### config.mk
export PLATFORM = sky130hd
export DESIGN_NAME = quoted_token_splitter_core
export DESIGN_NICKNAME = d
export VERILOG_FILES = /design/src/rtl/qts_pkg.sv /design/src/rtl/qts_front.sv /design/src/rtl/qts_queue.sv /design/src/rtl/qts_back.sv /design/src/rtl/quoted_token_splitter_core.sv
export SDC_FILE = /design/constraint.sdc
export NUM_CORES = 1
export LEC_CHECK = 0
export ABC_CLOCK_PERIOD_IN_PS = 11600
export BUFFER_PORTS_ARGS = -buffer_cell sky130_fd_sc_hd__buf_2
export CORE_ASPECT_RATIO = 1.25
export CORE_MARGIN = 2
export CORE_UTILIZATION = 50
export DETAILED_ROUTE_END_ITERATION = 8
export PLACE_DENSITY_LB_ADDON = 0.12
export SYNTH_ARGS = -nofsm -noshare
export SYNTH_HDL_FRONTEND = slang
export SYNTH_SLANG_ARGS = --single-unit
### constraint.sdc
create_clock -name clk -period 11.6 [get_ports clk]
set_clock_uncertainty 0.15 [all_clocks]
set_input_delay 0.58 -clock clk [delete_from_list [all_inputs] [get_ports clk]]
set_output_delay 0.58 -clock clk [all_outputs]
set_load 0.01 [all_outputs]
### src/rtl/qts_pkg.sv
// qts_pkg: shared types, codes and constants for the quoted token splitter
// holds transaction payload structs, scan state, result bundles and queue status
// no dependencies
package qts_pkg;

    localparam int NUM_DELIMS  = 4;
    localparam int REG_DELIMS  = 4;
    localparam int DELIM_SLOTS = (NUM_DELIMS < REG_DELIMS) ? NUM_DELIMS : REG_DELIMS;
    localparam int CFG_WIDTH   = 8;
    localparam int CFG_INDEX_W = 3;
    localparam int MAX_RESULTS = 4;
    localparam int RES_IW      = $clog2(MAX_RESULTS);
    localparam int COUNT_W     = $clog2(MAX_RESULTS + 1);
    localparam int MAX_PASSES  = 4;
    localparam int QUEUE_DEPTH = 4;
    localparam int QUEUE_AW    = $clog2(QUEUE_DEPTH);

    // character codes
    localparam logic [7:0] CH_HASH   = 8'h23;
    localparam logic [7:0] CH_BSLASH = 8'h5C;
    localparam logic [7:0] CH_DQUOTE = 8'h22;
    localparam logic [7:0] CH_SQUOTE = 8'h27;
    localparam logic [7:0] CH_ZERO   = 8'h30;
    localparam logic [7:0] CH_SEVEN  = 8'h37;
    localparam logic [7:0] CH_SPACE  = 8'h20;
    localparam logic [7:0] CH_TAB    = 8'h09;
    localparam logic [7:0] CH_LF     = 8'h0A;
    localparam logic [7:0] CH_CR     = 8'h0D;
    localparam logic [7:0] CH_BS     = 8'h08;
    localparam logic [7:0] CH_LOW_N  = 8'h6E;
    localparam logic [7:0] CH_LOW_B  = 8'h62;
    localparam logic [7:0] CH_LOW_T  = 8'h74;
    localparam logic [7:0] CH_LOW_R  = 8'h72;

    typedef enum logic [2:0] {
        MODE_SKIP,
        MODE_COMMENT,
        MODE_PLAIN,
        MODE_QUOTED,
        MODE_ESC_FIRST,
        MODE_ESC_OCTAL
    } scan_mode_t;

    typedef enum logic [CFG_INDEX_W-1:0] {
        CFG_SKIP_FLAGS,
        CFG_DELIM_A,
        CFG_DELIM_B,
        CFG_DELIM_C,
        CFG_DELIM_D
    } cfg_reg_t;

    typedef enum logic [1:0] {
        KIND_BYTE,
        KIND_END,
        KIND_STOP,
        KIND_EOS
    } kind_t;

    typedef struct packed {
        logic [7:0] in_byte;
        logic       end_of_input;
    } in_item_t;

    typedef struct packed {
        kind_t      kind;
        logic [7:0] out_byte;
    } result_t;

    typedef struct packed {
        logic [COUNT_W-1:0]                count;
        result_t [MAX_RESULTS-1:0]         res;
    } bundle_t;

    typedef struct packed {
        scan_mode_t  mode;
        logic [7:0]  quote_byte;
        logic [1:0]  esc_left;
        logic [8:0]  esc_value;
        logic        esc_in_quotes;
        logic        has_bytes;
    } scan_state_t;

    typedef struct packed {
        logic [1:0]                  skip_flags;
        logic [REG_DELIMS-1:0][7:0]  delim;
    } skip_cfg_t;

    typedef struct packed {
        scan_state_t    st;
        logic           rescan;
        logic [1:0]     n_emit;
        result_t [1:0]  em;
    } pass_out_t;

    typedef struct packed {
        logic                full;
        logic                not_empty;
        logic [QUEUE_AW:0]   level;
    } q_status_t;

endpackage

### src/rtl/qts_front.sv
// qts_front: configuration registers and byte classifier of the quoted token splitter
// turns each accepted byte into a bundle of results and updates the scan state
// depends on qts_pkg
module qts_front
    import qts_pkg::*;
(
    input  logic                    clk,
    input  logic                    rst_n,
    input  logic                    in_valid,
    output logic                    in_stall,
    input  in_item_t                in_data,
    input  logic                    cfg_we,
    input  logic [CFG_INDEX_W-1:0]  cfg_index,
    input  logic [CFG_WIDTH-1:0]    cfg_wdata,
    input  q_status_t               q_stat,
    output logic                    push,
    output bundle_t                 push_data,
    output scan_mode_t              mode
);

    skip_cfg_t   cfg_reg, cfg_next;
    scan_state_t state_reg, state_next;
    scan_state_t walk;
    pass_out_t   p;
    bundle_t     bundle;
    logic        active;
    logic        accept;

    function automatic logic is_space(logic [7:0] b);
        return (b == CH_SPACE) || (b >= CH_TAB && b <= CH_CR);
    endfunction

    function automatic logic is_delim(skip_cfg_t c, logic [7:0] b);
        logic hit;
        hit = 1'b0;
        for (int i = 0; i < DELIM_SLOTS; i++)
        begin
            if (c.delim[i] != 8'd0 && c.delim[i] == b)
                hit = 1'b1;
        end
        return hit;
    endfunction

    function automatic logic is_octal(logic [7:0] b);
        return (b >= CH_ZERO) && (b <= CH_SEVEN);
    endfunction

    // finish an escape: one byte out, back to the string or plain token
    function automatic pass_out_t esc_done(pass_out_t pi, logic [7:0] b);
        pass_out_t po;
        po = pi;
        po.em[0]           = '{kind: KIND_BYTE, out_byte: b};
        po.n_emit          = 2'd1;
        po.st.has_bytes    = 1'b1;
        po.st.esc_left     = 2'd0;
        po.st.esc_value    = 9'd0;
        po.st.mode         = pi.st.esc_in_quotes ? MODE_QUOTED : MODE_PLAIN;
        return po;
    endfunction

    // one scan step; rescan asks for the same byte again in the new mode
    function automatic pass_out_t scan_pass(scan_state_t s, skip_cfg_t c, logic [7:0] b);
        pass_out_t  po;
        logic [8:0] oct_val;
        logic [1:0] oct_left;
        logic [7:0] esc_byte;
        po        = '0;
        po.st     = s;
        oct_val   = {s.esc_value[5:0], b[2:0]};
        oct_left  = s.esc_left - 2'd1;
        esc_byte  = b;
        unique case (s.mode)
            MODE_SKIP:
            begin
                priority if (b == CH_SPACE || b == CH_TAB)
                begin
                    po.n_emit = 2'd0;
                end
                else if (b == CH_LF)
                begin
                    if (c.skip_flags[0])
                    begin
                        po.em[0]  = '{kind: KIND_STOP, out_byte: b};
                        po.n_emit = 2'd1;
                    end
                end
                else if (b == CH_HASH && !c.skip_flags[1])
                begin
                    po.st.mode = MODE_COMMENT;
                end
                else if (is_space(b))
                begin
                    po.em[0]  = '{kind: KIND_STOP, out_byte: b};
                    po.n_emit = 2'd1;
                end
                else if (b == CH_DQUOTE || b == CH_SQUOTE)
                begin
                    po.st.has_bytes  = 1'b0;
                    po.st.mode       = MODE_QUOTED;
                    po.st.quote_byte = b;
                end
                else
                begin
                    po.st.has_bytes = 1'b0;
                    po.st.mode      = MODE_PLAIN;
                    po.rescan       = 1'b1;
                end
            end
            MODE_COMMENT:
            begin
                if (b == CH_LF)
                begin
                    po.st.mode = MODE_SKIP;
                    po.rescan  = 1'b1;
                end
            end
            MODE_PLAIN:
            begin
                priority if (is_space(b))
                begin
                    po.em[0]   = '{kind: KIND_END, out_byte: 8'd0};
                    po.n_emit  = 2'd1;
                    po.st.mode = MODE_SKIP;
                end
                else if (b == CH_BSLASH)
                begin
                    po.st.mode          = MODE_ESC_FIRST;
                    po.st.esc_in_quotes = 1'b0;
                end
                else if (is_delim(c, b))
                begin
                    po.st.mode = MODE_SKIP;
                    if (s.has_bytes)
                    begin
                        po.em[0]  = '{kind: KIND_END, out_byte: 8'd0};
                        po.n_emit = 2'd1;
                        po.rescan = 1'b1;
                    end
                    else
                    begin
                        // delimiter at token start is a token of its own
                        po.em[0]  = '{kind: KIND_BYTE, out_byte: b};
                        po.em[1]  = '{kind: KIND_END, out_byte: 8'd0};
                        po.n_emit = 2'd2;
                    end
                end
                else
                begin
                    po.em[0]        = '{kind: KIND_BYTE, out_byte: b};
                    po.n_emit       = 2'd1;
                    po.st.has_bytes = 1'b1;
                end
            end
            MODE_QUOTED:
            begin
                priority if (b == s.quote_byte)
                begin
                    po.em[0]   = '{kind: KIND_END, out_byte: 8'd0};
                    po.n_emit  = 2'd1;
                    po.st.mode = MODE_SKIP;
                end
                else if (b == CH_BSLASH)
                begin
                    po.st.mode          = MODE_ESC_FIRST;
                    po.st.esc_in_quotes = 1'b1;
                end
                else
                begin
                    po.em[0]        = '{kind: KIND_BYTE, out_byte: b};
                    po.n_emit       = 2'd1;
                    po.st.has_bytes = 1'b1;
                end
            end
            MODE_ESC_FIRST:
            begin
                if (is_octal(b))
                begin
                    po.st.esc_value = {6'd0, b[2:0]};
                    po.st.esc_left  = 2'd2;
                    po.st.mode      = MODE_ESC_OCTAL;
                end
                else
                begin
                    priority if (b == CH_LOW_N)
                        esc_byte = CH_LF;
                    else if (b == CH_LOW_B)
                        esc_byte = CH_BS;
                    else if (b == CH_LOW_T)
                        esc_byte = CH_TAB;
                    else if (b == CH_LOW_R)
                        esc_byte = CH_CR;
                    else
                        esc_byte = b;
                    po = esc_done(po, esc_byte);
                end
            end
            MODE_ESC_OCTAL:
            begin
                if (is_octal(b))
                begin
                    if (oct_left == 2'd0)
                    begin
                        po = esc_done(po, oct_val[7:0]);
                    end
                    else
                    begin
                        po.st.esc_value = oct_val;
                        po.st.esc_left  = oct_left;
                    end
                end
                else
                begin
                    // octal run cut short: value out, byte scanned again
                    po        = esc_done(po, s.esc_value[7:0]);
                    po.rescan = 1'b1;
                end
            end
            default:
            begin
                po.st.mode = MODE_SKIP;
                po.rescan  = 1'b1;
            end
        endcase
        return po;
    endfunction

    assign in_stall = q_stat.full;
    assign accept   = in_valid && !q_stat.full;
    assign mode     = state_reg.mode;

    // configuration writes
    always_comb
    begin
        cfg_next = cfg_reg;
        if (cfg_we)
        begin
            unique case (cfg_index)
                CFG_SKIP_FLAGS: cfg_next.skip_flags = cfg_wdata[1:0];
                CFG_DELIM_A:    cfg_next.delim[0]   = cfg_wdata;
                CFG_DELIM_B:    cfg_next.delim[1]   = cfg_wdata;
                CFG_DELIM_C:    cfg_next.delim[2]   = cfg_wdata;
                CFG_DELIM_D:    cfg_next.delim[3]   = cfg_wdata;
                default:        cfg_next            = cfg_reg;
            endcase
        end
    end

    // classify the byte: a short chain of rescans, results gathered in order
    always_comb
    begin
        walk   = state_reg;
        bundle = '0;
        active = 1'b1;
        p      = '0;
        if (in_data.end_of_input)
        begin
            if (state_reg.mode == MODE_ESC_OCTAL)
            begin
                bundle.res[bundle.count[RES_IW-1:0]] =
                    '{kind: KIND_BYTE, out_byte: state_reg.esc_value[7:0]};
                bundle.count = bundle.count + COUNT_W'(1);
            end
            if (state_reg.mode == MODE_PLAIN || state_reg.mode == MODE_QUOTED ||
                state_reg.mode == MODE_ESC_FIRST || state_reg.mode == MODE_ESC_OCTAL)
            begin
                bundle.res[bundle.count[RES_IW-1:0]] = '{kind: KIND_END, out_byte: 8'd0};
                bundle.count = bundle.count + COUNT_W'(1);
            end
            bundle.res[bundle.count[RES_IW-1:0]] = '{kind: KIND_EOS, out_byte: 8'd0};
            bundle.count = bundle.count + COUNT_W'(1);
            walk         = '0;
            walk.mode    = MODE_SKIP;
        end
        else
        begin
            for (int k = 0; k < MAX_PASSES; k++)
            begin
                if (active)
                begin
                    p    = scan_pass(walk, cfg_reg, in_data.in_byte);
                    walk = p.st;
                    for (int j = 0; j < 2; j++)
                    begin
                        if (j < int'(p.n_emit) && bundle.count < COUNT_W'(MAX_RESULTS))
                        begin
                            bundle.res[bundle.count[RES_IW-1:0]] = p.em[j];
                            bundle.count = bundle.count + COUNT_W'(1);
                        end
                    end
                    active = p.rescan;
                end
            end
        end
        state_next = accept ? walk : state_reg;
    end

    assign push      = accept && (bundle.count != '0);
    assign push_data = bundle;

    always_ff @(posedge clk or negedge rst_n)
    begin
        if (!rst_n)
        begin
            cfg_reg   <= '0;
            state_reg <= '{mode: MODE_SKIP, quote_byte: 8'd0, esc_left: 2'd0,
                           esc_value: 9'd0, esc_in_quotes: 1'b0, has_bytes: 1'b0};
        end
        else
        begin
            cfg_reg   <= cfg_next;
            state_reg <= state_next;
        end
    end

endmodule

### src/rtl/qts_queue.sv
// qts_queue: short bundle queue between classifier and result serialiser
// register array with read and write pointers and a fill level
// depends on qts_pkg
module qts_queue
    import qts_pkg::*;
(
    input  logic       clk,
    input  logic       rst_n,
    input  logic       push,
    input  bundle_t    push_data,
    input  logic       pop,
    output bundle_t    head,
    output q_status_t  q_stat
);

    bundle_t             mem_reg [QUEUE_DEPTH];
    logic [QUEUE_AW-1:0] wr_ptr_reg, wr_ptr_next;
    logic [QUEUE_AW-1:0] rd_ptr_reg, rd_ptr_next;
    logic [QUEUE_AW:0]   level_reg, level_next;
    logic                do_push, do_pop;

    assign q_stat.full      = (level_reg == (QUEUE_AW + 1)'(QUEUE_DEPTH));
    assign q_stat.not_empty = (level_reg != '0);
    assign q_stat.level     = level_reg;
    assign head             = mem_reg[rd_ptr_reg];

    assign do_push = push && !q_stat.full;
    assign do_pop  = pop && q_stat.not_empty;

    always_comb
    begin
        wr_ptr_next = do_push ? wr_ptr_reg + QUEUE_AW'(1) : wr_ptr_reg;
        rd_ptr_next = do_pop  ? rd_ptr_reg + QUEUE_AW'(1) : rd_ptr_reg;
        level_next  = level_reg;
        if (do_push && !do_pop)
            level_next = level_reg + (QUEUE_AW + 1)'(1);
        else if (do_pop && !do_push)
            level_next = level_reg - (QUEUE_AW + 1)'(1);
    end

    always_ff @(posedge clk)
    begin
        if (do_push)
            mem_reg[wr_ptr_reg] <= push_data;
    end

    always_ff @(posedge clk or negedge rst_n)
    begin
        if (!rst_n)
        begin
            wr_ptr_reg <= '0;
            rd_ptr_reg <= '0;
            level_reg  <= '0;
        end
        else
        begin
            wr_ptr_reg <= wr_ptr_next;
            rd_ptr_reg <= rd_ptr_next;
            level_reg  <= level_next;
        end
    end

endmodule

### src/rtl/qts_back.sv
// qts_back: result serialiser of the quoted token splitter
// walks the head bundle one result a cycle into the output register while the output is not stalled
// depends on qts_pkg
module qts_back
    import qts_pkg::*;
(
    input  logic       clk,
    input  logic       rst_n,
    input  q_status_t  q_stat,
    input  bundle_t    head,
    output logic       pop,
    output logic       out_valid,
    input  logic       out_stall,
    output result_t    out_data
);

    logic [RES_IW-1:0] idx_reg, idx_next;
    logic              out_valid_reg, out_valid_next;
    result_t           out_data_reg, out_data_next;
    logic              load;
    logic              last;

    assign load = q_stat.not_empty && (!out_valid_reg || !out_stall);
    assign last = (COUNT_W'(idx_reg) + COUNT_W'(1)) == head.count;
    assign pop  = load && last;

    always_comb
    begin
        idx_next       = idx_reg;
        out_valid_next = out_valid_reg;
        out_data_next  = out_data_reg;
        if (load)
        begin
            out_valid_next = 1'b1;
            out_data_next  = head.res[idx_reg];
            idx_next       = last ? '0 : idx_reg + RES_IW'(1);
        end
        else if (!out_stall)
        begin
            out_valid_next = 1'b0;
        end
    end

    assign out_valid = out_valid_reg;
    assign out_data  = out_data_reg;

    always_ff @(posedge clk)
    begin
        out_data_reg <= out_data_next;
    end

    always_ff @(posedge clk or negedge rst_n)
    begin
        if (!rst_n)
        begin
            idx_reg       <= '0;
            out_valid_reg <= 1'b0;
        end
        else
        begin
            idx_reg       <= idx_next;
            out_valid_reg <= out_valid_next;
        end
    end

endmodule

### src/rtl/quoted_token_splitter_core.sv
// throughput: one byte transaction per cycle while the bundle queue has room; results
// leave at one per cycle through the output register while the output is not stalled.
// the first result of a byte passes through the bundle queue, then the output register.
// the queue (four bundles) sets how long the input runs on under a stalled output.
// reset: asynchronous active low; scan state, config registers, queue pointers and output valid clear
// depends on qts_pkg, qts_front, qts_queue, qts_back
module quoted_token_splitter_core
    import qts_pkg::*;
(
    input  logic                    clk,
    input  logic                    rst_n,
    // byte stream transactions
    input  logic                    in_valid,
    output logic                    in_stall,
    input  in_item_t                in_data,
    // result transactions
    output logic                    out_valid,
    input  logic                    out_stall,
    output result_t                 out_data,
    // configuration write port
    input  logic                    cfg_we,
    input  logic [CFG_INDEX_W-1:0]  cfg_index,
    input  logic [CFG_WIDTH-1:0]    cfg_wdata
);

    // front to queue: one bundle of up to four results per byte
    logic        push;
    bundle_t     push_data;
    // queue to back
    logic        pop;
    bundle_t     head;
    q_status_t   q_stat;
    // scan mode for checking only
    scan_mode_t  front_mode;

    // front: classifier, scan state and the configuration registers
    qts_front u_front
    (
        .clk       (clk),
        .rst_n     (rst_n),
        .in_valid  (in_valid),
        .in_stall  (in_stall),
        .in_data   (in_data),
        .cfg_we    (cfg_we),
        .cfg_index (cfg_index),
        .cfg_wdata (cfg_wdata),
        .q_stat    (q_stat),
        .push      (push),
        .push_data (push_data),
        .mode      (front_mode)
    );

    // decoupling queue, bytes giving no result push nothing
    qts_queue u_queue
    (
        .clk       (clk),
        .rst_n     (rst_n),
        .push      (push),
        .push_data (push_data),
        .pop       (pop),
        .head      (head),
        .q_stat    (q_stat)
    );

    // back: serialise the head bundle into the output register
    qts_back u_back
    (
        .clk       (clk),
        .rst_n     (rst_n),
        .q_stat    (q_stat),
        .head      (head),
        .pop       (pop),
        .out_valid (out_valid),
        .out_stall (out_stall),
        .out_data  (out_data)
    );

    // end of stream always leaves the scanner between tokens
    a_eos_to_skip: assert property (@(posedge clk) disable iff (!rst_n)
        (in_valid && !in_stall && in_data.end_of_input) |=> (front_mode == MODE_SKIP))
        else $error("scan state not cleared after end of stream");

    // bundles pushed hold between one and four results
    a_push_count: assert property (@(posedge clk) disable iff (!rst_n)
        push |-> (push_data.count != '0 && push_data.count <= COUNT_W'(MAX_RESULTS)))
        else $error("bad bundle count pushed");

    // the back never pops an empty queue
    a_pop_nonempty: assert property (@(posedge clk) disable iff (!rst_n)
        pop |-> q_stat.not_empty)
        else $error("pop from empty queue");

    // fill level stays within the queue depth
    a_level_bound: assert property (@(posedge clk) disable iff (!rst_n)
        q_stat.level <= (QUEUE_AW + 1)'(QUEUE_DEPTH))
        else $error("queue level out of range");

endmodule

# After elaboration in Yosys (flattened, before gate mapping)
# Memories as Yosys holds them, arrays and structs flattened.
# Cells that the tools add are included.
[word_totals]
elab_cells = 538
reg_bits = 78
output_inout_bits = 12
memories = 1
ramBits = 172
in_bits = 25
[mem_list]
columns = ["name", "depth", "width", "read_ports", "rd_clocked_by_memory_dff", "wr", "line", "text"]
rows = [
  ["u_queue.mem_reg", 4, 43, 1, 0, 1, "qts_queue.sv:16", "bundle_t mem_reg [QUEUE_DEPTH];"],
]
[classes]
order_cmp = 38
eq_ne = 46
addsub = 19
n_mux = 345
n_bitwise = 6
n_reduce_logical = 65
[ops]
columns = ["op", "n"]
rows = [
  ["$mux W43", 22],
  ["$mux W24", 19],
  ["$mux W10", 45],
  ["$bwmux W40", 7],
  ["$mux W11", 21],
  ["$pmux W10 S5", 4],
  ["$mux W47", 4],
  ["$demux W10 S2", 9],
  ["$mux W9", 14],
  ["$mux W3", 40],
  ["$pmux W10 S3", 4],
  ["$mux W8", 14],
  ["$mux W2", 46],
  ["$pmux W11 S2", 4],
  ["$pmux W3 S6", 4],
  ["$eq A8 B8 Y1", 8],
  ["$mux W1", 64],
  ["$pmux W8 S2", 4],
  ["$eq A8 B7 Y1 const B", 5],
  ["$pmux W2 S5", 4],
  ["$and A9 B36 Y36", 1],
  ["$not A36 Y36", 1],
  ["$and A32 B32 Y32", 1],
  ["$eq A8 B6 Y1 const B", 4],
  ["36 further kinds", 170],
]

# Longest topological paths before layout
# Gate-level depths: netlist (run 1).
[logic_depth]
depth_word = 80
mapped_depth = 35
mapped_depth_nobuf = 33

# By module
# A second synthesis (run 1) with hierarchy kept.
[hier_totals]
cells_unflattened = 1185
area_unflattened_um2 = 14282.4
[by_module_without_submodules]
columns = ["mod", "cells_each", "n_inst", "seq_area_each_um2", "area_per_inst_um2"]
rows = [
  ["qts_front", 885, 1, 1426.4, 6821.5],
  ["qts_queue", 260, 1, 5340.1, 6690.2],
  ["qts_back", 40, 1, 375.4, 770.7],
]

# Worst setup path before layout (run 1)
# No wires, ideal clock.
[synth_timing]
path_kind = "input-to-reg"
from = "input in_data[8] in the netlist's numbering"
to = "memory u_queue.mem_reg[0][0] in the netlist's numbering, enable pin"
setup_ns = 0.405
stages = 26
arrival_time_ns = 7.385
n_path_buf = 2
slack_ns = 3.660
required_ns = 11.045
cell_sequence = "buf_2 -> or4b_4 -> o41ai_2 -> a221oi_2 -> a211o_1 -> nor4b_1 -> and4b_1 -> o21ai_0 -> ha_1 -> a21boi_0 -> o21ai_0 -> nand2_1 -> ha_1 -> nor2_1 -> and4_1 -> buf_4 -> nor2_1 -> nand2_1 -> xnor2_1 -> ha_1 -> o21a_1 -> ha_1 -> mux2i_1 -> a211oi_1 -> o41a_4 -> and2_1"
[synth_via]
elab_chain_cells = 57
elab_cells_between_ends = 286
cone_classes = "add/sub (10); order compare (19); eq/ne (29); mux (202); reduce/logical (26)"
[synth_rtl]
columns = ["element", "line", "text"]
rows = [
  ["start: declaration", "quoted_token_splitter_core.sv:15", "input in_item_t in_data,"],
  ["$eq A8 B8 Y1", "qts_front.sv:38", "if (c.delim[i] != 8'd0 && c.delim[i] == b)"],
  ["$logic_and A1 B1 Y1", "qts_front.sv:38", ""],
  ["$mux W1 (4 in a row)", "qts_front.sv:38", ""],
  ["$mux W1", "qts_front.sv:125", "else if (b == CH_BSLASH)"],
  ["$mux W1", "qts_front.sv:119", "priority if (is_space(b))"],
  ["$mux W1", "qts_front.sv:72", "unique case (s.mode)"],
  ["$mux W1", "qts_front.sv:255", "if (in_data.end_of_input)"],
  ["$mux W2 / $mux W1 (equally long branches)", "qts_front.sv:130", "else if (is_delim(c, b))"],
  ["[... 39 more ...]", "--", ""],
  ["$mux W43 *", "qts_front.sv:278", "if (active)"],
  ["$mux W43 *", "qts_front.sv:255", ""],
  ["$reduce_bool A3 Y1 *", "qts_front.sv:297", "assign push = accept && (bundle.count != '0);"],
  ["$logic_and A1 B1 Y1 *", "qts_front.sv:297", ""],
  ["$logic_and A1 B1 Y1 *", "qts_queue.sv:27", "assign do_push = push && !q_stat.full;"],
  ["via u_queue.do_push", "qts_queue.sv:20", "logic do_push, do_pop;"],
  ["$mux W1 *", "qts_queue.sv:43", "if (do_push)"],
  ["$mux W1 (not written as such) *", "qts_queue.sv:44", "mem_reg[wr_ptr_reg] <= push_data;"],
  ["end: declaration", "qts_queue.sv:16", ""],
]
# The timed path passes the listed nets; every way through them passes the cells marked *. The select of a mux whose other input is x is not followed.

# Final worst setup path (run 1)
[layout_timing]
from = "input in_data[4] in the netlist's numbering"
to = "memory u_queue.mem_reg[2][30] in the netlist's numbering, enable pin"
# Same word-level chain as after synthesis.

==> results of run 1 <==
[per-layer routing]
| metal | wire (um) | GRT usage [%] | part of all wire [%] | vias up |
|---|---|---|---|---|
| li1 | - | - | - | 4262 |
| met4 | 1590 | 10.1 | 4.4 | 0 |
| met5 | 0 | 0 | 0 | - |
| met3 | 1870 | 3.02 | 5.2 | 103 |
| met1 | 14100 | 32.0 | 39 | 4681 |
| met2 | 18600 | 45.2 | 51 | 383 |
[cell usage in the layout, fill, tap and decap left out, types with 15 or more instances in the layout]
cell / n
sky130_fd_sc_hd__dfrtp_1: 65
sky130_fd_sc_hd__edfxtp_1: 182
sky130_fd_sc_hd__xor2_1: 39
sky130_fd_sc_hd__buf_4: 15
sky130_fd_sc_hd__buf_2: 36
sky130_fd_sc_hd__nor3_1: 22
sky130_fd_sc_hd__nor2b_1: 15
sky130_fd_sc_hd__o21ai_0: 53
sky130_fd_sc_hd__nor2_1: 71
sky130_fd_sc_hd__inv_1: 29
sky130_fd_sc_hd__a21oi_1: 52
sky130_fd_sc_hd__nand3_1: 19
sky130_fd_sc_hd__nand2b_1: 17
sky130_fd_sc_hd__nor4_1: 15
sky130_fd_sc_hd__mux4_2: 53
sky130_fd_sc_hd__mux2_2: 33
sky130_fd_sc_hd__ha_1: 30
sky130_fd_sc_hd__clkbuf_16: 25
sky130_fd_sc_hd__and2_1: 15
sky130_fd_sc_hd__nand2_1: 89
[logic make-up (layout without fill, tap and decap cells)]
| family | after synthesis | in the layout | synth area share (%) |
|---|---|---|---|
| simple gates | 315 | 315 | 11.9 |
| other cells | 1 | 4 | 0.0277 |
| mux | 89 | 89 | 11.8 |
| flops | 249 | 249 | 52.7 |
| fa+ha+maj | 31 | 31 | 2.92 |
| compound gates | 270 | 270 | 14.3 |
| buf+inv | 93 | 123 | 2.92 |
| xor+xnor | 52 | 52 | 3.36 |
[synth_stat cells (4+ instances only)]
| library cell | count | area share, % |
|---|---|---|
| sky130_fd_sc_hd__a32o_1 | 4 | 0.30 |
| sky130_fd_sc_hd__clkbuf_1 | 40 | 1.1 |
| sky130_fd_sc_hd__and2_1 | 19 | 0.88 |
| sky130_fd_sc_hd__a21boi_0 | 5 | 0.28 |
| sky130_fd_sc_hd__nand2b_1 | 17 | 0.79 |
| sky130_fd_sc_hd__o21a_1 | 9 | 0.50 |
| sky130_fd_sc_hd__inv_1 | 29 | 0.80 |
| sky130_fd_sc_hd__mux2_2 | 33 | 2.7 |
| sky130_fd_sc_hd__a21o_1 | 8 | 0.44 |
| sky130_fd_sc_hd__and3_1 | 14 | 0.65 |
| sky130_fd_sc_hd__nor2_1 | 71 | 2.0 |
| sky130_fd_sc_hd__nor3b_1 | 4 | 0.22 |
| sky130_fd_sc_hd__edfxtp_1 | 182 | 40 |
| sky130_fd_sc_hd__nor3_1 | 22 | 0.81 |
| sky130_fd_sc_hd__nand3_1 | 19 | 0.70 |
| sky130_fd_sc_hd__buf_4 | 4 | 0.22 |
| sky130_fd_sc_hd__a211oi_1 | 6 | 0.33 |
| sky130_fd_sc_hd__mux4_2 | 53 | 8.8 |
| sky130_fd_sc_hd__o21ai_0 | 53 | 2.0 |
| sky130_fd_sc_hd__buf_2 | 13 | 0.48 |
| sky130_fd_sc_hd__nor2b_1 | 15 | 0.69 |
| sky130_fd_sc_hd__o31a_1 | 5 | 0.32 |
| sky130_fd_sc_hd__a221oi_1 | 10 | 0.65 |
| sky130_fd_sc_hd__nor4_1 | 15 | 0.69 |
| sky130_fd_sc_hd__buf_1 | 4 | 0.11 |
| sky130_fd_sc_hd__a32oi_1 | 6 | 0.39 |
| sky130_fd_sc_hd__a221o_1 | 4 | 0.30 |
| sky130_fd_sc_hd__a2bb2oi_1 | 4 | 0.26 |
| sky130_fd_sc_hd__dfrtp_1 | 67 | 12 |
| sky130_fd_sc_hd__a21oi_1 | 52 | 1.9 |
| sky130_fd_sc_hd__ha_1 | 30 | 2.8 |
| sky130_fd_sc_hd__nand2_1 | 89 | 2.5 |
| sky130_fd_sc_hd__a211o_1 | 5 | 0.32 |
| sky130_fd_sc_hd__o211ai_1 | 14 | 0.78 |
| sky130_fd_sc_hd__o221ai_1 | 4 | 0.26 |
| sky130_fd_sc_hd__a31oi_1 | 13 | 0.60 |
| sky130_fd_sc_hd__xnor2_1 | 13 | 0.84 |
| sky130_fd_sc_hd__a22oi_1 | 14 | 0.78 |
| sky130_fd_sc_hd__a22o_1 | 7 | 0.45 |
| sky130_fd_sc_hd__xor2_1 | 39 | 2.5 |
[layout make-up]
cell class / count / area [um^2]
clock inverters: 15 / 123
clock buffers: 27 / 633
repair buffers: 51 / 293
multi-input cells: 761 / 6020
well taps: 345 / 432
inverters: 30 / 113
flip-flops and latches: 249 / 7140
fillers: 2233 / 12000
[power groups by stage]
stage	Sequential, mW	Combinational, mW	Clock, mW
2_1_floorplan	1.41	1.47	0
3_3_place_gp	1.43	2.01	0
3_5_place_dp	1.44	2.02	0
4_1_cts	1.43	2.04	0.760
5_1_grt	1.45	2.24	0.796
6_report	1.42	2.05	0.748
[worst max-delay path, delay by kind of cell]
kind	cells	cell delay, ps
mux	1	60
xor+xnor	1	600
simple gates	11	3570
buf+inv	2	700
fa+ha+maj	4	1210
compound gates	8	2170
[through the flow]
step / instance area (um^2) / hold slack [ps]
floorplan: 13600 / 134
global placement: 14000 / 323
detailed placement: 14000 / 330
CTS: 14800 / 94.1
global route: 14800 / 106
finish: 14800 / 94.4
[how the worst max path moves through the flow]
| stage | from | to | slack [ps] |
|---|---|---|---|
| global placement | in_data[4] | u_queue.mem_reg[2][22] | 2570 |
| floorplan | in_data[8] | u_queue.mem_reg[0][0] | 3660 |
| finish | in_data[4] | u_queue.mem_reg[2][30] | 2700 |
| detailed placement | in_data[4] | u_queue.mem_reg[2][2] | 2310 |
| CTS | in_data[4] | u_queue.mem_reg[2][10] | 2800 |
| global route | u_front.cfg_reg[18] | u_queue.mem_reg[2][10] | 2080 |
==> qor.log, run 1 <==
INFO  run_status     run_status=completed
INFO  sta            finalHoldViolations=0
INFO  synth          syn_area=0.0135mm^2
INFO  synth          synthesis.instances=1,100
INFO  power          total_power=4.22mW
INFO  final_layout   largest_reg_flops=172
INFO  final_layout   ratio_of_cells_with_drive_above_1_in_the_final_layout=18.5%
INFO  sta            setup_tns_final=0ps
INFO  power          swShare=40.2%
INFO  final_layout   area_delta_synth_final=8.98%
INFO  placement      globalplace.congestion=0.964
INFO  sta            setup_ws_final=2700ps
INFO  flow_run       drv_cap=0
INFO  global_route   groute.usage.overall=25.7%
INFO  cts            cts-buffers-inserted=25
INFO  sta            max_freq=112MHz
INFO  global_route   largest_net_degree_at_the_start_of_global_routing=68
INFO  route          detail_route.first_pass.iterations=7
INFO  placement      cell_count_post_placement=1,436
INFO  sta            period_minus_slack=8900ps
INFO  cts            cts_post_setup_buffers_inserted=0
INFO  synth          synth_cell_types=98
INFO  floorplan      dieArea=0.0284mm^2
INFO  critical_path  crit-reg2reg-launch=u_front.cfg_reg[18]
INFO  synth          async_reset_ff_share=26.9%
INFO  power          seq_power_share=33.7%
INFO  cts            clock_tree.root_cell=sky130_fd_sc_hd__clkbuf_16
INFO  critical_path  crit_fanout=34
INFO  power          intPower=2.52mW
INFO  route          avgViaCountPerCell=6.38
INFO  critical_path  worstSetupStartpointType=input pin
INFO  cts            clock_insertion_delay_worst_skew=530ps
INFO  cts            tritoncts_clock_tree=done
INFO  floorplan      core=0.0267mm^2
INFO  cts            ctsHoldBuffers=0
INFO  critical_path  worst-endpoint-arrival=8970ps
INFO  critical_path  ff2ff_path_depth=27
INFO  power          power.clock.fraction=17.7%
INFO  floorplan      die-height=188um
INFO  floorplan      rows=67
INFO  critical_path  slowest_stage=sky130_fd_sc_hd__and2_2
INFO  route          routed-via-count=9,429
INFO  cts            cts-root-to-sink-buffers=3
INFO  cts            htree_levels=1
INFO  critical_path  cp-end-kind=register
INFO  global_route   global_route.overflow_total=0
INFO  synth          synth.avg_cell_area=12.3um^2
INFO  placement      detailedPlacementHpwl=26.3mm
INFO  cts            cts_sinks=249
INFO  synth          synth-edff-count=182
INFO  hold_path      hold_path.class=input pin to asynchronous set/reset pin
INFO  final_layout   stdcell_count=1,478
INFO  synth          postSynthRegisterBits=249
INFO  sta            drv_slew=0
INFO  final_layout   final_core_density=55.2%
INFO  power          vdd.ir_drop.worst=0.000154V
INFO  route          detail_route.wirelength=36.2mm
INFO  critical_path  cp_data_required_time=11,670ps
INFO  final_layout   num-nets-final=1,174
INFO  power          p_leak=5.33nW
INFO  final_layout   antenna-diode-count=0
INFO  cts            clk_pin_slew=60ps
INFO  placement      dpl_worst_slack=2310ps
INFO  cts            post_cts_resize_count=0
INFO  route          antenna_violating_nets_post_route=0
INFO  placement      port_buffers=36
INFO  route          final_routed_wire_length_divided_by_cell_count=24.5um
INFO  critical_path  worst_path_largest_cell_delay=780ps
INFO  sta            final.period_utilization=76.8%
INFO  synth          synth-seq-area-share=52.7%
INFO  floorplan      die-width=151um
INFO  global_route   grt_antenna_before_repair=0
INFO  sta            final-setup-viol-count=0
INFO  sta            rsz0062_at_grt=false
INFO  critical_path  worstReg2RegEnd=u_queue.mem_reg[2][30]
INFO  floorplan      floorplan.io_pins=37
INFO  global_route   grt_pass1_vias=9,401
INFO  critical_path  criticalPathCategory=input pin to register
INFO  route          drt_drc_violations_left=0
INFO  synth          postSynth.topFlopCell=sky130_fd_sc_hd__edfxtp_1
INFO  power          cellPowerDensity=286mW/mm^2
INFO  power          switching_power=1.70mW
INFO  power          comb_power_share=48.6%
INFO  sta            tightestPinTransition=1200ps
INFO  floorplan      start_util=50.6%
INFO  critical_path  most_frequent_cp_cell=sky130_fd_sc_hd__ha_1
INFO  global_route   grt_first_pass_wirelength=55.6mm
INFO  route          drt_first_iter_violations=826
INFO  sta            worst_slew_margin_rel=19.7%
INFO  critical_path  reg2reg_setup_slack=2780ps
INFO  synth          yosysWarningCount=0
(Power assumes the default switching activity.)
==> run 2: changes to the inputs <==
--- a/config.mk
+++ b/config.mk
@@ -5,7 +5,7 @@
 export SDC_FILE = /design/constraint.sdc
 export NUM_CORES = 1
 export LEC_CHECK = 0
-export ABC_CLOCK_PERIOD_IN_PS = 11600
+export ABC_CLOCK_PERIOD_IN_PS = 7840
 export BUFFER_PORTS_ARGS = -buffer_cell sky130_fd_sc_hd__buf_2
 export CORE_ASPECT_RATIO = 1.25
 export CORE_MARGIN = 2
==> constraint.sdc (replaced) <==
create_clock -name clk -period 7.84 [get_ports clk]
set_clock_uncertainty 0.15 [all_clocks]
set_input_delay 0.392 -clock clk [delete_from_list [all_inputs] [get_ports clk]]
set_output_delay 0.392 -clock clk [all_outputs]
set_load 0.01 [all_outputs]
==> qor.log, run 2 (synthesized netlist as in run 1, its figures left out) <==
INFO  critical_path  slowest_stage=sky130_fd_sc_hd__o41a_4
INFO  sta            setup_tns_final=0ps [unchanged]
INFO  sta            period_minus_slack=7440ps
INFO  floorplan      dieArea=0.0284mm^2 [unchanged]
INFO  critical_path  cp-end-kind=register
INFO  run_status     run_status=completed
INFO  critical_path  crit_fanout=8 [-76%]
INFO  cts            tritoncts_clock_tree=done
INFO  critical_path  worst-endpoint-arrival=7700ps [-1270 ps]
INFO  route          avgViaCountPerCell=6.29 [-1.3%]
INFO  global_route   grt_pass1_vias=9,803 [+4.3%]
INFO  sta            rsz0062_at_grt=false
INFO  placement      cell_count_post_placement=1,482 [+3.2%]
INFO  global_route   groute.usage.overall=27.0% [+1.3 points]
INFO  critical_path  crit-reg2reg-launch=u_front.mode[2]
INFO  floorplan      floorplan.io_pins=37 [unchanged]
INFO  sta            final-setup-viol-count=0 [unchanged]
INFO  final_layout   area_delta_synth_final=12.9%
INFO  hold_path      worst_hold_startpoint=cfg_index[1]
INFO  sta            tightestPinTransition=1170ps [-21.9 ps]
INFO  hold_path      timing.hold.worst_endpoint=u_front.cfg_reg[33]
INFO  final_layout   mostFrequentLayoutCell=sky130_fd_sc_hd__edfxtp_1
INFO  final_layout   ratio_of_cells_with_drive_above_1_in_the_final_layout=21.6% [+3.0 points]
INFO  floorplan      die-width=151um [unchanged]
INFO  placement      detailedPlacementHpwl=27.5mm [+4.6%]
INFO  cts            cts-buffers-inserted=24 [-4.0%]
INFO  global_route   global_route.overflow_total=0 [unchanged]
INFO  cts            clk_pin_slew=60ps [about the same]
INFO  critical_path  most_frequent_cp_cell=sky130_fd_sc_hd__ha_1
INFO  cts            clock_tree.root_cell=sky130_fd_sc_hd__clkbuf_16
INFO  route          antenna_violating_nets_post_route=0 [unchanged]
INFO  sta            drv_slew=0 [unchanged]
INFO  critical_path  worst_path_largest_cell_delay=520ps [-260 ps]
INFO  cts            cts-root-to-sink-buffers=3 [unchanged]
INFO  cts            clock_insertion_delay_worst_skew=530ps [about the same]
INFO  final_layout   antenna-diode-count=0 [unchanged]
INFO  global_route   grt_antenna_before_repair=0 [unchanged]
INFO  floorplan      rows=67 [unchanged]
INFO  sta            max_freq=134MHz
INFO  power          vdd.ir_drop.worst=0.000215V [+39%]
INFO  route          drt_drc_violations_left=0 [unchanged]
INFO  cts            cts_sinks=249 [unchanged]
INFO  placement      port_buffers=36 [unchanged]
INFO  global_route   grt_first_pass_wirelength=58.4mm [+5.0%]
INFO  global_route   largest_net_degree_at_the_start_of_global_routing=68 [unchanged]
INFO  route          routed-via-count=9,667 [+2.5%]
INFO  critical_path  worstSetupStartpointType=register
INFO  sta            finalHoldViolations=0 [unchanged]
INFO  hold_path      hold_path.class=input pin to register
INFO  final_layout   stdcell_count=1,536 [+3.9%]
INFO  power          cellPowerDensity=423mW/mm^2 [+48%]
INFO  route          detail_route.first_pass.iterations=5 [-2]
INFO  power          p_leak=5.62nW [+5.4%]
INFO  floorplan      die-height=188um [unchanged]
INFO  critical_path  ff2ff_path_depth=29 [+7.4%]
INFO  cts            htree_levels=1 [unchanged]
INFO  route          detail_route.wirelength=37.7mm [+4.3%]
INFO  floorplan      core=0.0267mm^2 [unchanged]
INFO  critical_path  reg2reg_setup_slack=400ps [-2380 ps]
INFO  sta            worst_slew_margin_rel=21.6% [+1.9 points]
INFO  final_layout   largest_reg_flops=172 [unchanged]
INFO  final_layout   num-fill-cells=2,237 [+0.18%]
INFO  final_layout   num-nets-final=1,229 [+4.7%]
INFO  route          drt_first_iter_violations=780 [-5.6%]
INFO  route          final_routed_wire_length_divided_by_cell_count=24.6um [+0.40%]
INFO  critical_path  cp_data_required_time=8110ps [-3560 ps]
INFO  hold_path      timing.hold.worst_path_depth=4
INFO  critical_path  worstReg2RegEnd=u_queue.level_reg[1]
INFO  floorplan      start_util=50.6% [unchanged]
INFO  critical_path  criticalPathCategory=register to register
INFO  flow_run       drv_cap=0 [unchanged]
INFO  sta            final.period_utilization=94.9%
INFO  placement      globalplace.congestion=1.02 [+6.2%]
INFO  final_layout   final_cell_mix=182 x sky130_fd_sc_hd__edfxtp_1, 89 x sky130_fd_sc_hd__nand2_1, 71 x sky130_fd_sc_hd__nor2_1
run 2: cell types whose count changed in the layout (fill, tap and decap cells not counted), moves of 3 or more:
cell	previous run	this run
sky130_fd_sc_hd__buf_12	0	4
sky130_fd_sc_hd__clkinvlp_4	4	1
sky130_fd_sc_hd__clkbuf_1	2	6
sky130_fd_sc_hd__dlygate4sd3_1	0	10
sky130_fd_sc_hd__buf_4	15	57
run 2: per-layer routing:
| metal | track usage [%] | vias up | routed length [um] |
|---|---|---|---|
| met5 | 0 | - | 0 |
| met2 | 47.4 | 359 | 19400 |
| met3 | 3.11 | 104 | 1700 |
| li1 | - | 4393 | - |
| met4 | 10.1 | 0 | 1670 |
| met1 | 34.0 | 4811 | 14900 |
run 2: layout make-up:
class	count	area [um^2]	share of cell area, %
Sequential cell	249	7140	46.7
Multi-Input combinational cell	761	6050	39.6
Inverter	30	113	0.736
Tap cell	345	432	2.82
Clock inverter	14	141	0.925
Clock buffer	30	623	4.07
Timing Repair Buffer	107	788	5.16
run 2: through the flow:
step                cell area, um^2  setup slack (ps)  hold slack, ps  utilization [%]  power (mW)
detailed placement            14400               122             329             53.8        5.32
floorplan                     13600              88.3           -53.6                -        4.25
global route                  15300              6.74            98.1             57.2        6.86
global placement              14400               304             320             53.8        5.30
finish                        15300               404            80.4             57.2        6.47
CTS                           15300               404            55.9             57.1        6.47
run 2: how the worst max path moves through the flow:
stage	start	depth (start not counted)	slack, ps	to
after global placement	in_data[1]	27	300	u_queue.level_reg[1]
after floorplan	in_data[8]	26	90	u_queue.mem_reg[2][0]
after CTS	u_front.state_reg[12]	28	400	u_queue.level_reg[1]
final	u_front.mode[2]	29	400	u_queue.level_reg[1]
after global routing	u_front.mode[2]	31	7	u_queue.level_reg[2]
after detailed placement	in_data[1]	27	120	u_queue.level_reg[1]
run 2: critical path: cells and delay by family, from the launching register on:
kind / cells / cell delay (ps)
AO/OA/AOI/OAI: 10 / 2470
adder cells (fa/ha/maj): 7 / 2080
AND/OR/NAND/NOR: 6 / 1250
flip-flops: 1 / 510
buffers and inverters: 4 / 470
multiplexers: 2 / 390
run 2: power by group:
group          switching, mW  total, mW  internal [mW]
logic                   1.88       3.21           1.33
clock network          0.486       1.12          0.636
registers              0.200       2.14           1.94
run 2: what timing repair did:
item	CTS	global route
hold buffers	10	0
gates resized for setup	0	5
hold endpoints to repair	94	0
setup endpoints to repair	0	2
buffers inserted	0	0
==> run 3: changes to the inputs <==
--- a/config.mk
+++ b/config.mk
@@ -9,7 +9,7 @@
 export BUFFER_PORTS_ARGS = -buffer_cell sky130_fd_sc_hd__buf_2
 export CORE_ASPECT_RATIO = 1.25
 export CORE_MARGIN = 2
-export CORE_UTILIZATION = 50
+export CORE_UTILIZATION = 40
 export DETAILED_ROUTE_END_ITERATION = 8
 export PLACE_DENSITY_LB_ADDON = 0.12
 export SYNTH_ARGS = -nofsm -noshare
==> qor.log, run 3 (synthesized netlist as in run 1, its figures left out) <==
INFO  sta            final.period_utilization=94.0% [-0.86 points]
INFO  route          met3WireLength=1.79mm [+5.3%]
INFO  final_layout   antenna-diode-count=0 [unchanged]
INFO  critical_path  cp-end-kind=register
INFO  global_route   grt_antenna_before_repair=0 [unchanged]
INFO  cts            clock_insertion_delay_worst_skew=550ps [+20 ps]
INFO  placement      placed_cell_area=0.0145mm^2 [+1.0%]
INFO  critical_path  worst_path_largest_cell_delay=460ps [-60 ps]
INFO  cts            cts-buffers-inserted=26 [+8.3%]
INFO  sta            setup_tns_final=0ps [unchanged]
INFO  route          wl_met2=20.3mm [+4.5%]
INFO  floorplan      die-width=169um [+11%]
INFO  sta            finalHoldViolations=0 [unchanged]
INFO  final_layout   final_core_density=46.1% [-11 points]
INFO  cts            htree_levels=1 [unchanged]
INFO  final_layout   final_cell_mix=182 x sky130_fd_sc_hd__edfxtp_1, 89 x sky130_fd_sc_hd__nand2_1, 71 x sky130_fd_sc_hd__nor2_1
INFO  floorplan      start_util=40.4% [-10 points]
INFO  hold_path      hold_path.class=input pin to register
INFO  critical_path  worst-endpoint-arrival=7640ps [-60 ps]
INFO  global_route   global_route.overflow_total=0 [unchanged]
INFO  placement      dpl_worst_slack=317ps [+195 ps]
INFO  cts            cts-root-to-sink-buffers=3 [unchanged]
INFO  floorplan      dieArea=0.0354mm^2 [+24%]
INFO  floorplan      floorplan.io_pins=37 [unchanged]
INFO  final_layout   area_delta_synth_final=14.1%
INFO  critical_path  slowest_stage=sky130_fd_sc_hd__o41a_4
INFO  final_layout   num-nets-final=1,236 [+0.57%]
INFO  route          routed-via-count=9,642 [-0.26%]
INFO  cts            cts_sinks=249 [unchanged]
INFO  global_route   largest_net_degree_at_the_start_of_global_routing=44 [-35%]
INFO  route          drt_first_iter_violations=718 [-7.9%]
INFO  power          p_leak=5.66nW [+0.79%]
INFO  route          final_routed_wire_length_divided_by_cell_count=23.9um [-2.8%]
INFO  power          cellPowerDensity=421mW/mm^2 [-0.60%]
INFO  sta            drv_slew=0 [unchanged]
INFO  global_route   groute.usage.overall=22.3% [-4.7 points]
INFO  route          avgViaCountPerCell=5.95 [-5.4%]
INFO  critical_path  most_frequent_cp_cell=sky130_fd_sc_hd__ha_1
INFO  run_status     run_status=completed
INFO  sta            period_minus_slack=7370ps [-67.2 ps]
INFO  flow_run       drv_cap=0 [unchanged]
INFO  cts            cts_post_setup_buffers_inserted=0 [unchanged]
INFO  floorplan      die-height=210um [+12%]
INFO  sta            max_freq=136MHz [+0.91%]
INFO  final_layout   num-fill-cells=3,061 [+37%]
INFO  sta            rsz0062_at_grt=false
INFO  route          routedLengthMet1=15.1mm [+0.88%]
INFO  global_route   grt_pass1_vias=10.0k [+2.4%]
INFO  critical_path  cp_data_required_time=8110ps [about the same]
INFO  power          total_power=6.50mW [+0.45%]
INFO  route          drt_drc_violations_left=0 [unchanged]
INFO  cts            clock_tree.root_cell=sky130_fd_sc_hd__clkbuf_16
INFO  power          vdd.ir_drop.worst=0.000184V [-14%]
INFO  sta            setup_ws_final=471ps [+67.2 ps]
INFO  critical_path  worstSetupStartpointType=register
INFO  critical_path  criticalPathCategory=register to register
INFO  critical_path  crit_fanout=10 [+2]
INFO  placement      port_buffers=36 [unchanged]
INFO  sta            worst_slew_margin_rel=22.7% [+1.1 points]
INFO  route          antenna_violating_nets_post_route=0 [unchanged]
INFO  route          detail_route.wirelength=38.7mm [+2.5%]
INFO  sta            final-setup-viol-count=0 [unchanged]
INFO  route          detail_route.first_pass.iterations=6 [+1]
INFO  floorplan      rows=75 [+12%]
INFO  floorplan      core=0.0335mm^2 [+25%]
INFO  cts            tritoncts_clock_tree=done
INFO  sta            tightestPinTransition=1150ps [-23.0 ps]
INFO  placement      globalplace.congestion=0.965 [-5.8%]
INFO  placement      detailedPlacementHpwl=28.1mm [+2.2%]
INFO  global_route   grt_first_pass_wirelength=60.2mm [+3.2%]
INFO  cts            clk_pin_slew=60ps [about the same]
INFO  final_layout   ratio_of_cells_with_drive_above_1_in_the_final_layout=21.4% [-0.19 points]
INFO  route          highest_metal_layer_used_by_the_detailed_router=met4
INFO  final_layout   largest_reg_flops=172 [unchanged]
INFO  final_layout   mostFrequentLayoutCell=sky130_fd_sc_hd__edfxtp_1
INFO  final_layout   stdcell_area=0.0155mm^2 [+1.1%]
## run 3: cell count changes in the layout (fill, tap and decap cells not counted), sizes merged
cell / delta
clkinvlp: -1
clkinv: -3
clkbuf: +3
inv: +2
buf: +5
## run 3: repair_timing
item	CTS	global route
hold buffers	10	0
hold endpoints to repair	57	0
gates resized for setup	0	0
## run 3: per-stage QoR
step                cells  hold WS, ps
floorplan            1103        -53.6
detailed placement   1565          204
global route         1620          155
CTS                  1620         99.6
finish               1620          130
global placement     1565          201
## run 3: area by class of cell
cell class                      instances  area [um^2]  area share (%)
Tap cell                              423          529            3.43
Inverter                               30          113           0.729
Multi-Input combinational cell        761         6020            39.0
Timing Repair Buffer                  112          841            5.44
Clock buffer                           33          677            4.38
Sequential cell                       249         7140            46.2
Clock inverter                         12          126           0.818
## run 3: where the power goes
| group | switching, mW | internal (mW) | leakage, nW | total, mW |
|---|---|---|---|---|
| Combinational | 1.86 | 1.31 | 2.78 | 3.17 |
| Sequential | 0.200 | 1.94 | 2.50 | 2.14 |
| Clock | 0.507 | 0.678 | 0.389 | 1.18 |
| Total | 2.57 | 3.93 | 5.66 | 6.50 |
## run 3: worst max-delay path, delay by kind of cell (launching register included)
kind | cells | cell delay (ps)
adders and majority gates | 8 | 2440
AOI/OAI and AO/OA | 10 | 2280
and+or+nand+nor | 5 | 1150
DFF | 1 | 430
muxes | 2 | 380
xor gates and xnor gates | 1 | 290
buffers and inverters | 2 | 150
## run 3: worst paths after layout
kind | cells after the start | start | to | slack (ps)
worst max-delay path | 28 | u_front.state_reg[12] | u_queue.level_reg[1] | 470
worst min-delay path | 3 | cfg_index[0] | u_front.cfg_reg[33] | 130
worst max register to register | 28 | u_front.state_reg[12] | u_queue.level_reg[1] | 470
worst min register to register | 2 | u_back.out_valid | u_back.out_valid | 340
max in group asynchronous | 3 | rst_n | u_queue.rd_ptr_reg[1] | 6410
min in group asynchronous | 2 | rst_n | u_front.cfg_reg[14] | 170
## run 3: metal layers
metal	vias to the layer above	GRT usage, %
met5	-	0
met4	0	9.19
met3	104	2.81
met2	295	40.8
met1	4855	26.5
li1	4388	-
